--- src/rtl/core/sps_pkg.sv ---
// Shared types and constants for the servo pulse sequencer with slew.
// Used by every module of the block; depends on nothing else.
package sps_pkg;

	localparam int NUM_CHANNELS = 12;
	localparam int CNT_BITS     = 16;
	localparam int WIDTH_BITS   = 16;
	localparam int RATE_BITS    = 8;
	localparam int CH_BITS      = 4;
	localparam int USED_BITS    = 4;
	localparam int GUARD_BITS   = 8;
	localparam int SLOT_BITS    = (NUM_CHANNELS > 1) ? $clog2(NUM_CHANNELS) : 1;
	localparam int CFG_DATA_BITS = 16;

	localparam logic [WIDTH_BITS-1:0] DEFAULT_WIDTH = WIDTH_BITS'(3000);
	localparam logic [CNT_BITS-1:0]   REFRESH_RESET = CNT_BITS'(40000);
	localparam logic [GUARD_BITS-1:0] GUARD_RESET   = GUARD_BITS'(4);

	typedef enum logic [1:0] {
		ACT_TICK = 2'd0,
		ACT_SET  = 2'd1,
		ACT_MOVE = 2'd2
	} action_t;

	typedef enum logic [1:0] {
		REG_ACTIVE_MASK   = 2'd0,
		REG_CHANNELS_USED = 2'd1,
		REG_REFRESH_TICKS = 2'd2,
		REG_GUARD_TICKS   = 2'd3
	} cfg_reg_t;

	typedef struct packed {
		logic [1:0]            action;
		logic [CH_BITS-1:0]    channel;
		logic [WIDTH_BITS-1:0] position_ticks;
		logic [RATE_BITS-1:0]  speed;
	} req_t;

	typedef struct packed {
		logic [NUM_CHANNELS-1:0] pulse_levels;
		logic [WIDTH_BITS-1:0]   width_readback;
		logic                    moving;
	} rsp_t;

	typedef struct packed {
		logic [NUM_CHANNELS-1:0] active_mask;
		logic [USED_BITS-1:0]    channels_used;
		logic [CNT_BITS-1:0]     refresh_ticks;
		logic [GUARD_BITS-1:0]   guard_ticks;
	} cfg_t;

	typedef struct packed {
		logic                  start;
		logic                  load;
		logic                  set_now;
		logic [WIDTH_BITS-1:0] pos;
		logic [RATE_BITS-1:0]  spd;
	} lane_cmd_t;

	typedef struct packed {
		logic [WIDTH_BITS-1:0] width;
		logic                  moving;
	} lane_stat_t;

endpackage

--- src/rtl/core/servo_pulse_sequencer_slew.sv ---
// Top level of the servo pulse sequencer with per-channel slew.
// Instantiates sps_seq and one sps_lane per channel; depends on sps_pkg.
//
// Each request item is a timer tick, a set-position or a move-with-speed
// command, and yields one response item carrying all output levels plus the
// width and slewing flag of the addressed channel. One item is taken every
// clock cycle while req_stall is low; each item is held in the input register
// and then in the response register, with the whole update between them. A
// stalled response holds back new items only once the input register is full
// as well. Configuration writes are always ready and take effect at once;
// they are meant to be made while no item is in flight.
module servo_pulse_sequencer_slew import sps_pkg::*; (
	input  logic                     clk,
	input  logic                     arst_n,
	input  logic                     req_valid,
	output logic                     req_stall,
	input  req_t                     req,
	output logic                     rsp_valid,
	input  logic                     rsp_stall,
	output rsp_t                     rsp,
	input  logic                     cfg_valid,
	output logic                     cfg_ready,
	input  logic [1:0]               cfg_index,
	input  logic [CFG_DATA_BITS-1:0] cfg_data
);

	req_t                    req_s1;
	logic                    valid_s1;
	rsp_t                    rsp_q, rsp_nxt;
	logic                    rsp_valid_q;
	logic                    rsp_free, adv, step, is_set, is_move, ch_ok;
	cfg_t                    cfg_q;
	lane_cmd_t               lane_cmd  [NUM_CHANNELS];
	lane_stat_t              lane_stat [NUM_CHANNELS];
	logic [WIDTH_BITS-1:0]   lane_width [NUM_CHANNELS];
	logic [NUM_CHANNELS-1:0] start, levels_nxt;

	assign rsp_free  = !rsp_valid_q || !rsp_stall;
	assign adv       = valid_s1 && rsp_free;
	assign req_stall = valid_s1 && !rsp_free;
	assign cfg_ready = 1'b1;

	always_ff @(posedge clk or negedge arst_n) begin
		if (!arst_n) begin
			valid_s1    <= 1'b0;
			rsp_valid_q <= 1'b0;
		end else begin
			if (!req_stall) begin
				valid_s1 <= req_valid;
			end
			if (rsp_free) begin
				rsp_valid_q <= valid_s1;
			end
		end
	end

	always_ff @(posedge clk) begin
		if (req_valid && !req_stall) begin
			req_s1 <= req;
		end
		if (adv) begin
			rsp_q <= rsp_nxt;
		end
	end

	always_ff @(posedge clk or negedge arst_n) begin
		if (!arst_n) begin
			cfg_q.active_mask   <= '0;
			cfg_q.channels_used <= '0;
			cfg_q.refresh_ticks <= REFRESH_RESET;
			cfg_q.guard_ticks   <= GUARD_RESET;
		end else if (cfg_valid && cfg_ready) begin
			unique case (cfg_reg_t'(cfg_index))
				REG_ACTIVE_MASK:   cfg_q.active_mask   <= NUM_CHANNELS'(cfg_data);
				REG_CHANNELS_USED: cfg_q.channels_used <= cfg_data[USED_BITS-1:0];
				REG_REFRESH_TICKS: cfg_q.refresh_ticks <= CNT_BITS'(cfg_data);
				REG_GUARD_TICKS:   cfg_q.guard_ticks   <= cfg_data[GUARD_BITS-1:0];
				default: begin
				end
			endcase
		end
	end

	assign step    = adv && (req_s1.action == ACT_TICK);
	assign is_set  = (req_s1.action == ACT_SET) ||
		((req_s1.action == ACT_MOVE) && (req_s1.speed == '0));
	assign is_move = (req_s1.action == ACT_MOVE);
	assign ch_ok   = req_s1.channel < CH_BITS'(NUM_CHANNELS);

	for (genvar i = 0; i < NUM_CHANNELS; i++) begin : g_lane
		assign lane_cmd[i].start   = start[i];
		assign lane_cmd[i].load    = adv && (is_set || is_move) &&
			(req_s1.channel == CH_BITS'(i));
		assign lane_cmd[i].set_now = is_set;
		assign lane_cmd[i].pos     = req_s1.position_ticks;
		assign lane_cmd[i].spd     = req_s1.speed;
		assign lane_width[i]       = lane_stat[i].width;

		sps_lane u_lane (
			.clk    (clk),
			.arst_n (arst_n),
			.cmd    (lane_cmd[i]),
			.stat   (lane_stat[i])
		);
	end

	sps_seq u_seq (
		.clk        (clk),
		.arst_n     (arst_n),
		.step       (step),
		.cfg        (cfg_q),
		.lane_width (lane_width),
		.start      (start),
		.levels_nxt (levels_nxt)
	);

	always_comb begin
		rsp_nxt.pulse_levels   = levels_nxt;
		rsp_nxt.width_readback = '0;
		rsp_nxt.moving         = 1'b0;
		for (int i = 0; i < NUM_CHANNELS; i++) begin
			if (ch_ok && (req_s1.channel == CH_BITS'(i))) begin
				rsp_nxt.width_readback = lane_stat[i].width;
				rsp_nxt.moving         = lane_stat[i].moving;
			end
		end
	end

	assign rsp_valid = rsp_valid_q;
	assign rsp       = rsp_q;

endmodule

--- src/rtl/core/sps_lane.sv ---
// One servo channel: present width, target width and slew rate.
// Applies set and move commands and one slew step when its pulse starts.
// Depends on sps_pkg.
module sps_lane import sps_pkg::*; (
	input  logic       clk,
	input  logic       arst_n,
	input  lane_cmd_t  cmd,
	output lane_stat_t stat
);

	logic [WIDTH_BITS-1:0] width_q, target_q, width_n, target_n;
	logic [RATE_BITS-1:0]  rate_q, rate_n;
	logic [WIDTH_BITS-1:0] rate_ext;
	logic [WIDTH_BITS:0]   sum_up, sum_dn;

	assign rate_ext = WIDTH_BITS'(rate_q);
	assign sum_up   = {1'b0, width_q} + {1'b0, rate_ext};
	assign sum_dn   = {1'b0, target_q} + {1'b0, rate_ext};

	always_comb begin
		width_n  = width_q;
		target_n = target_q;
		rate_n   = rate_q;
		if (cmd.start && (rate_q != '0)) begin
			if (target_q > width_q) begin
				if ({1'b0, target_q} <= sum_up) begin
					width_n = target_q;
					rate_n  = '0;
				end else begin
					width_n = sum_up[WIDTH_BITS-1:0];
				end
			end else begin
				if ({1'b0, width_q} <= sum_dn) begin
					width_n = target_q;
					rate_n  = '0;
				end else begin
					width_n = width_q - rate_ext;
				end
			end
		end
		if (cmd.load) begin
			target_n = cmd.pos;
			if (cmd.set_now) begin
				width_n = cmd.pos;
				rate_n  = '0;
			end else begin
				rate_n = cmd.spd;
			end
		end
	end

	always_ff @(posedge clk or negedge arst_n) begin
		if (!arst_n) begin
			width_q  <= DEFAULT_WIDTH;
			target_q <= '0;
			rate_q   <= '0;
		end else begin
			width_q  <= width_n;
			target_q <= target_n;
			rate_q   <= rate_n;
		end
	end

	assign stat.width  = width_n;
	assign stat.moving = (rate_n != '0);

endmodule

--- src/rtl/core/sps_seq.sv ---
// Frame sequencer: tick counter, compare value, running slot and output levels.
// Starts each channel's pulse in turn and closes the frame. Depends on sps_pkg.
module sps_seq import sps_pkg::*; (
	input  logic                    clk,
	input  logic                    arst_n,
	input  logic                    step,
	input  cfg_t                    cfg,
	input  logic [WIDTH_BITS-1:0]   lane_width [NUM_CHANNELS],
	output logic [NUM_CHANNELS-1:0] start,
	output logic [NUM_CHANNELS-1:0] levels_nxt
);

	logic [CNT_BITS-1:0]     counter_q, compare_q, base, compare_nxt;
	logic [SLOT_BITS-1:0]    slot_q;
	logic                    idle_q;
	logic [NUM_CHANNELS-1:0] levels_q;
	logic [USED_BITS-1:0]    used;
	logic [SLOT_BITS:0]      nxt_slot;
	logic                    in_frame, fire;
	logic [WIDTH_BITS-1:0]   sel_width;
	logic [CNT_BITS:0]       ahead;

	assign used     = (cfg.channels_used > USED_BITS'(NUM_CHANNELS)) ?
		USED_BITS'(NUM_CHANNELS) : cfg.channels_used;
	assign base     = idle_q ? '0 : counter_q;
	assign nxt_slot = idle_q ? '0 : ({1'b0, slot_q} + (SLOT_BITS+1)'(1));
	assign in_frame = nxt_slot < (SLOT_BITS+1)'(used);
	assign fire     = step && (counter_q == compare_q);
	assign ahead    = {1'b0, base} + (CNT_BITS+1)'(cfg.guard_ticks);

	always_comb begin
		sel_width  = '0;
		levels_nxt = levels_q;
		for (int i = 0; i < NUM_CHANNELS; i++) begin
			start[i] = fire && in_frame && (nxt_slot == (SLOT_BITS+1)'(i));
			if (nxt_slot == (SLOT_BITS+1)'(i)) begin
				sel_width = lane_width[i];
			end
			if (fire && !idle_q && (slot_q == SLOT_BITS'(i))) begin
				levels_nxt[i] = 1'b0;
			end
		end
		for (int i = 0; i < NUM_CHANNELS; i++) begin
			if (start[i] && cfg.active_mask[i]) begin
				levels_nxt[i] = 1'b1;
			end
		end
		if (in_frame) begin
			compare_nxt = base + CNT_BITS'(sel_width);
		end else if (ahead < (CNT_BITS+1)'(cfg.refresh_ticks)) begin
			compare_nxt = cfg.refresh_ticks;
		end else begin
			compare_nxt = ahead[CNT_BITS-1:0];
		end
	end

	always_ff @(posedge clk or negedge arst_n) begin
		if (!arst_n) begin
			counter_q <= '0;
			compare_q <= '0;
			slot_q    <= '0;
			idle_q    <= 1'b1;
			levels_q  <= '0;
		end else if (step) begin
			levels_q <= levels_nxt;
			if (fire) begin
				counter_q <= base + CNT_BITS'(1);
				compare_q <= compare_nxt;
				if (in_frame) begin
					slot_q <= nxt_slot[SLOT_BITS-1:0];
					idle_q <= 1'b0;
				end else begin
					idle_q <= 1'b1;
				end
			end else begin
				counter_q <= counter_q + CNT_BITS'(1);
			end
		end
	end

endmodule

--- config.mk ---
export PLATFORM = sky130hd
export DESIGN_NAME = servo_pulse_sequencer_slew
export DESIGN_NICKNAME = d
export VERILOG_FILES = /design/src/rtl/core/sps_pkg.sv /design/src/rtl/core/servo_pulse_sequencer_slew.sv /design/src/rtl/core/sps_lane.sv /design/src/rtl/core/sps_seq.sv
export SDC_FILE = /design/constraint.sdc
export NUM_CORES = 2
export LEC_CHECK = 0
export ABC_AREA = 1
export BUFFER_PORTS_ARGS = -buffer_cell sky130_fd_sc_hd__buf_4
export CORE_MARGIN = 5
export CORE_UTILIZATION = 45
export CTS_CLUSTER_SIZE = 24
export DETAILED_ROUTE_END_ITERATION = 6
export PLACE_DENSITY = 0.65
export SETUP_SLACK_MARGIN = 0.05
export SLEW_MARGIN = 5
export SYNTH_ARGS = -nofsm -noshare
export SYNTH_HDL_FRONTEND = slang
export SYNTH_HIERARCHICAL = 1
export SYNTH_SLANG_ARGS = --single-unit
--- constraint.sdc ---
create_clock -name clk -period 7.68 [get_ports clk]
set_clock_uncertainty 0.05 [all_clocks]
set_input_delay 2.304 -clock clk [delete_from_list [all_inputs] [get_ports clk]]
set_output_delay 2.304 -clock clk [all_outputs]
set_load 0.05 [all_outputs]
Word level (Yosys, flattened, before mapping)

Index checks and enable logic that the tools add are counted.

Bits in registers: 630
Input port bits: 53
Logic and storage cells: 487
Output and inout port bits: 32

Equality and inequality tests: 39
Add/subtract/negate cells: 41
Reductions and logical operators: 125
Mux-type cells: 188
Magnitude comparators: 40

Operators with widths:

| cell                                                                   | number |
|---|---|
| 16-bit 2-to-1 mux                                                      | 88 |
| 8-bit 2-to-1 mux                                                       | 61 |
| 16-bit by 8-bit adder with 17-bit output                               | 25 |
| 16-bit by 17-bit less-or-equal comparator with 1-bit output            | 24 |
| 17-bit 2-to-1 mux                                                      | 12 |
| 16-bit > comparator                                                    | 12 |
| 8-bit nonzero test                                                     | 24 |
| 16-bit by 8-bit subtractor with 16-bit output                          | 12 |
| 1-bit logical AND                                                      | 81 |
| 16-bit by 1-bit adder with 16-bit output (second input constant)       | 2 |
| 4-bit by 3-bit equality test with 1-bit output (second input constant) | 8 |
| 4-bit equality test (second input constant)                            | 8 |
| 1-bit 2-to-1 mux                                                       | 25 |
| 5-bit by 3-bit equality test with 1-bit output (second input constant) | 4 |
| 5-bit by 4-bit equality test with 1-bit output (second input constant) | 4 |
| 17-bit by 16-bit < comparator with 1-bit output                        | 1 |
| 16-bit adder                                                           | 1 |
| 16-bit equality test                                                   | 1 |
| 4-bit by 2-bit equality test with 1-bit output (second input constant) | 4 |
| 5-bit by 2-bit equality test with 1-bit output (second input constant) | 2 |
| 2-bit AND reduction                                                    | 5 |
| 4-bit by 1-bit equality test with 1-bit output (second input constant) | 2 |
| 4-bit logical NOT                                                      | 2 |
| 8-bit logical NOT                                                      | 1 |
| 14 further kinds                                                       | 24 |

Depth between registers and ports, before layout

Word-level depth: 25
Depth in mapped cells: 51

Cells and area by module

Netlist, hierarchy kept.

By module, submodules not included:

| module                            | area an instance (µm²) | cells each | times used | sequential area each (µm²) |
|---|---|---|---|---|
| sps_lane at g_lane[10].u_lane ... | 5,143.7                | 766        | 7          | 1,009.7 |
| sps_seq                           | 6,477.5                | 1,036      | 1          | 1,227.4 |
| servo_pulse_sequencer_slew        | 5,461.5                | 670        | 1          | 2,830.2 |
| sps_lane at g_lane[2].u_lane      | 5,003.5                | 729        | 1          | 1,009.7 |
| sps_lane at g_lane[1].u_lane      | 4,983.5                | 746        | 1          | 1,009.7 |
| sps_lane at g_lane[9].u_lane      | 4,969.8                | 734        | 1          | 1,009.7 |
| sps_lane at g_lane[0].u_lane      | 4,937.2                | 745        | 1          | 1,009.7 |
| sps_lane at g_lane[8].u_lane      | 4,782.1                | 697        | 1          | 1,009.7 |

Least setup slack after synthesis

OpenSTA, ideal clock, no wires.

Kind: input-to-reg
Start point: in rsp_stall
End point: reg u_seq.compare_q[14]
Path slack: 0.796 ns
Setup time: 0.082 ns
Stages: 29
Required time: 7.548 ns
Path buffers: 2
Arrival time: 6.752 ns
Cells stage by stage: nand2_1 -> nand2_1 -> inv_1 -> nand2_1 -> clkbuf_1 -> nor2_1 -> nand2_1 -> dlygate4sd3_1 -> nor2_1 -> a21oi_1 -> a221oi_1 -> nand3_1 -> a21oi_1 -> nand4_1 -> nor2_1 -> nor2_1 -> ha_1 -> a21oi_1 -> o21ai_0 -> nand2_1 -> o2111ai_1 -> nand2_1 -> inv_1 -> nor2_1 -> nor2_1 -> nor2_1 -> xor2_1 -> nand2_1 -> a31oi_1

RTL lines:

| item                 | RTL line                         | RTL |
|---|---|---|
| start, declared      | servo_pulse_sequencer_slew.sv:19 | `input logic rsp_stall,` |
| end signal, assigned | sps_seq.sv:68                    | `compare_q <= compare_nxt;` |
| end, declared        | sps_seq.sv:13                    | `logic [CNT_BITS-1:0] counter_q, compare_q, base, compare_nxt;` |

==> qor.log <==
qor: clock_network.clock_root_buffer sky130_fd_sc_hd__clkbuf_16
qor: critical_path.cp_max_fo 4
qor: critical_path.critical-path-top-cell-by-count sky130_fd_sc_hd__nand3_1
qor: placed_design.placed_area 0.07738 sq mm
qor: sta.worst_slew_margin_rel 0.1930
qor: clock_network.cts.htree.levels 3
qor: drt.vias_per_cell 5.789
qor: logic_synthesis.synthMostInstantiatedCell sky130_fd_sc_hd__nand2_1
qor: sta.worstMarginPinSlew 1.210 ns
qor: sta.layout_setup_ws 0.2258 ns
qor: logic_synthesis.post-synth-top-area-cell sky130_fd_sc_hd__dfrtp_1
qor: logic_synthesis.postSynth.asyncResetShare 0.9063
qor: sta.timing.hold.ws 0.4344 ns
qor: logic_synthesis.synthFlopType sky130_fd_sc_hd__dfrtp_1
qor: placed_design.place_congestion 1.082
qor: power_and_ir_drop.pwr-share-comb 0.657
qor: power_and_ir_drop.power_per_standard_cell_area 368.4 mW/mm^2
qor: placed_design.hpwl_reported_at_the_end_of_detailed_placement 245.5 mm
qor: logic_synthesis.avgSynthCellArea 6.775 sq um
qor: sta.setup_viol_count_final 0
qor: logic_synthesis.synth.cells.most_frequent 2525 x sky130_fd_sc_hd__nand2_1, 1331 x sky130_fd_sc_hd__inv_1, 986 x sky130_fd_sc_hd__nor2_1
qor: placed_design.detailedPlace.worstSlack -0.3863 ns
qor: logic_synthesis.postSynthCellCount 10719
qor: logic_synthesis.ys_seq_area_frac 0.2227
qor: logic_synthesis.synthesis.nets 11723
qor: power_and_ir_drop.power.leakage 40.91 nW
qor: critical_path.crit_required 8.27 ns
qor: power_and_ir_drop.peakVddDrop 0.2575 mV
qor: global_route.globalRouteOverflowTotal 0
qor: sta.setup_repair_after_global_routing_missed_its_margin false
qor: layout.post-route-util 0.5011
qor: logic_synthesis.synth_area_leaders sky130_fd_sc_hd__dfrtp_1 17%, sky130_fd_sc_hd__ha_1 16%, sky130_fd_sc_hd__nand2_1 13%
qor: placed_design.portBuffers 83
qor: power_and_ir_drop.seqPwrFrac 0.200
qor: power_and_ir_drop.totalPowerFinal 29.64 mW
qor: logic_synthesis.yosys_warnings 6
qor: global_route.grt_pass1_wl 461.1 mm
qor: drt.drt_iter0_drc 8351
qor: floorplanning.placeableCoreArea 0.1606 sq mm
qor: logic_synthesis.synth-seq-cells 630
qor: sta.tns 0 ns
qor: drt.routed_wirelength 311.7 mm
qor: floorplanning.rows 147
qor: power_and_ir_drop.pwr-share-clk 0.143
qor: clock_network.insertion_delay 0.74 ns
qor: critical_path.critPathKind primary input to flop
qor: drt.vias 76606
qor: clock_network.cts_tree done
qor: critical_path.cpMaxStageDelayCell sky130_fd_sc_hd__fa_1
qor: sta.finalHoldViolations 0
qor: drt.drt-wirelength-per-cell 23.56 microns
qor: critical_path.startpoint_type primary input
qor: run_status.failing_checks design-rule violations
qor: sta.final_critical_path_required_period 7.454 ns
qor: run_status.run_status finished, violations left
qor: clock_network.cts.path.max_buffers 3
qor: global_route.grt_max_degree 131
qor: layout.layout.nets 12002
qor: critical_path.arrival 8.04 ns
qor: drt.first_pass_iters 7
qor: power_and_ir_drop.p_sw 16.30 mW
qor: layout.finish.cell_count_without_fillers 13234
qor: floorplanning.die_h 411.7 microns
qor: power_and_ir_drop.sw_frac 0.5498
qor: global_route.grt.total_usage 0.3568
qor: logic_synthesis.post_synth_instance_area 0.07262 sq mm
qor: sta.report.final.slew_viol_count 0
qor: floorplanning.floorplan.die.width 411.7 microns
qor: layout.final_area 0.08047 sq mm
qor: logic_synthesis.synth_top_cell_area_share 0.1654
qor: clock_network.ctsHoldBuffers 0
qor: job.maxCapViolations 0
qor: global_route.number_of_antenna_violations_at_the_first_check_in_global_routing 14
qor: hold_path.holdCritPathClass flop to flop
qor: sta.fin_crit_sh 0.9706
qor: floorplanning.boundaryPins 85
qor: logic_synthesis.synth_edf_count 59
qor: drt.final_antenna_net_count 0
qor: clock_network.cts_sinks 630
qor: logic_synthesis.post_synth_num_cell_types 75
qor: clock_network.inserted_clock_buffers 86
qor: clock_network.clkSlewWorstSetupHoldPaths 0.06 ns
qor: layout.num-fill-cells 16250
qor: critical_path.max_stage_delay 0.45 ns
qor: drt.drc 15
qor: layout.area_growth 10.81%
qor: placed_design.placed_cells 13066
qor: layout.layout-drive-gt1-share 0.1151
qor: floorplanning.fp.dieArea 0.1695 sq mm
qor: global_route.first_global_vias 72297
qor: sta.timing.fmax 134.2 MHz
qor: power_and_ir_drop.intPower 13.34 mW
qor: critical_path.critical_path_capture_point_type flop
qor: floorplanning.floorplan.initialDensity 0.4523
## what timing repair did
action                                  4_1_cts  5_1_grt
gates resized for setup                       0       35
endpoints found under the setup margin        0       10
setup buffers                                 0        4
## power groups by stage
stage	combinational [mW]	clock [mW]	sequential, mW
detailed placement	18.8	0	5.91
finish	19.5	4.23	5.93
global placement	18.5	0	5.92
floorplan	13.5	0	5.18
CTS	19.0	4.31	5.87
global route	21.6	4.43	5.99
## layer usage
metal  vias to the layer above  GRT usage  share of wire
met2                      3761     0.5360           0.42
met3                       836    0.08423           0.10
li1                      35869          -              -
met1                     36130     0.4803           0.42
met5                         -          0        0.00029
met4                        10     0.1749          0.059
## critical path, delay by kind of cell
family                   cells  cell delay, ns
AO/OA/AOI/OAI                7            1.25
XOR/XNOR                     1            0.17
adder cells (fa/ha/maj)      2            0.69
buffers and inverters        5            0.55
AND/OR/NAND/NOR             23            3.05
## kinds of logic after synthesis
kind of cell    share of synthesized area
mux                              0.001706
buf+inv                            0.1001
other cells                    0.00005164
xor+xnor                          0.05295
compound gates                     0.1465
fa+ha+maj                          0.1678
flops                              0.2227
simple gates                       0.3082
## registers in the layout (all words and copies together), names as in the netlist, 4 cells and up
| name | count |
|---|---|
| req_s1 | 6 |
| u_seq/compare_q | 16 |
| g_lane.u_lane/target_q | 192 |
| rsp | 29 |
| u_seq/counter_q | 16 |
| u_seq/slot_q | 4 |
| g_lane.u_lane/rate_q | 96 |
| u_seq/levels_q | 12 |
| lane_cmd | 24 |
| cfg_q | 40 |
| g_lane.u_lane/width_q | 192 |
## worst paths after layout
check | endpoint | cells past startpoint | slack, ns | from
setup / recovery | u_seq/compare_q[14] | 38 | 0.23 | rsp_stall
setup reg to reg | u_seq/compare_q[14] | 46 | 0.39 | g_lane[1].u_lane/rate_q[5]
hold reg to reg | cfg_q[10] | 2 | 0.43 | cfg_q[10]
min in group asynchronous | g_lane[0].u_lane/target_q[13] | 1 | 1.44 | arst_n
max in group asynchronous | g_lane[11].u_lane/target_q[13] | 2 | 4.77 | arst_n
hold / removal | cfg_q[10] | 2 | 0.43 | cfg_q[10]
## final cells by class
class	count	area, sq um	share of cell area
clock buffer	111	2401	0.02984
tap	2160	2703	0.03359
multi-input combinational	8310	49360	0.6134
timing repair buffer	481	3722	0.04626
clock inverter	48	506.7	0.006297
inverter	1489	5589	0.06946
antenna	5	12.51	0.0001555
sequential	630	16170	0.2010
## placed cells by master, fill, tap and decap left out, types with 12 or more instances in the layout
cell type	n
sky130_fd_sc_hd__edfxtp_1	59
sky130_fd_sc_hd__o21bai_1	48
sky130_fd_sc_hd__clkbuf_1	14
sky130_fd_sc_hd__clkinvlp_4	12
sky130_fd_sc_hd__nor4_1	40
sky130_fd_sc_hd__buf_4	471
sky130_fd_sc_hd__o21a_1	33
sky130_fd_sc_hd__nor2_2	48
sky130_fd_sc_hd__nand4_1	181
sky130_fd_sc_hd__o21ai_0	403
sky130_fd_sc_hd__a31oi_1	28
sky130_fd_sc_hd__fa_1	38
sky130_fd_sc_hd__a21o_1	37
sky130_fd_sc_hd__or2_2	31
sky130_fd_sc_hd__ha_1	911
sky130_fd_sc_hd__nand3_4	24
sky130_fd_sc_hd__nand3_1	851
sky130_fd_sc_hd__a22oi_1	14
sky130_fd_sc_hd__a21oi_2	113
sky130_fd_sc_hd__dfrtp_1	480
sky130_fd_sc_hd__xnor2_1	45
sky130_fd_sc_hd__nand2_4	27
sky130_fd_sc_hd__o21ai_1	114
sky130_fd_sc_hd__o211ai_1	85
sky130_fd_sc_hd__dfstp_2	91
sky130_fd_sc_hd__nand2_2	82
sky130_fd_sc_hd__or2_0	27
sky130_fd_sc_hd__a21oi_1	868
sky130_fd_sc_hd__inv_2	137
sky130_fd_sc_hd__clkinv_1	27
sky130_fd_sc_hd__xor2_1	394
sky130_fd_sc_hd__clkbuf_16	90
sky130_fd_sc_hd__nor2_1	976
sky130_fd_sc_hd__nor3_1	139
sky130_fd_sc_hd__nand2_1	2522
sky130_fd_sc_hd__nor2_4	16
sky130_fd_sc_hd__inv_1	1330
sky130_fd_sc_hd__or2_1	28
No activity file was read; power rests on OpenSTA's default activity.
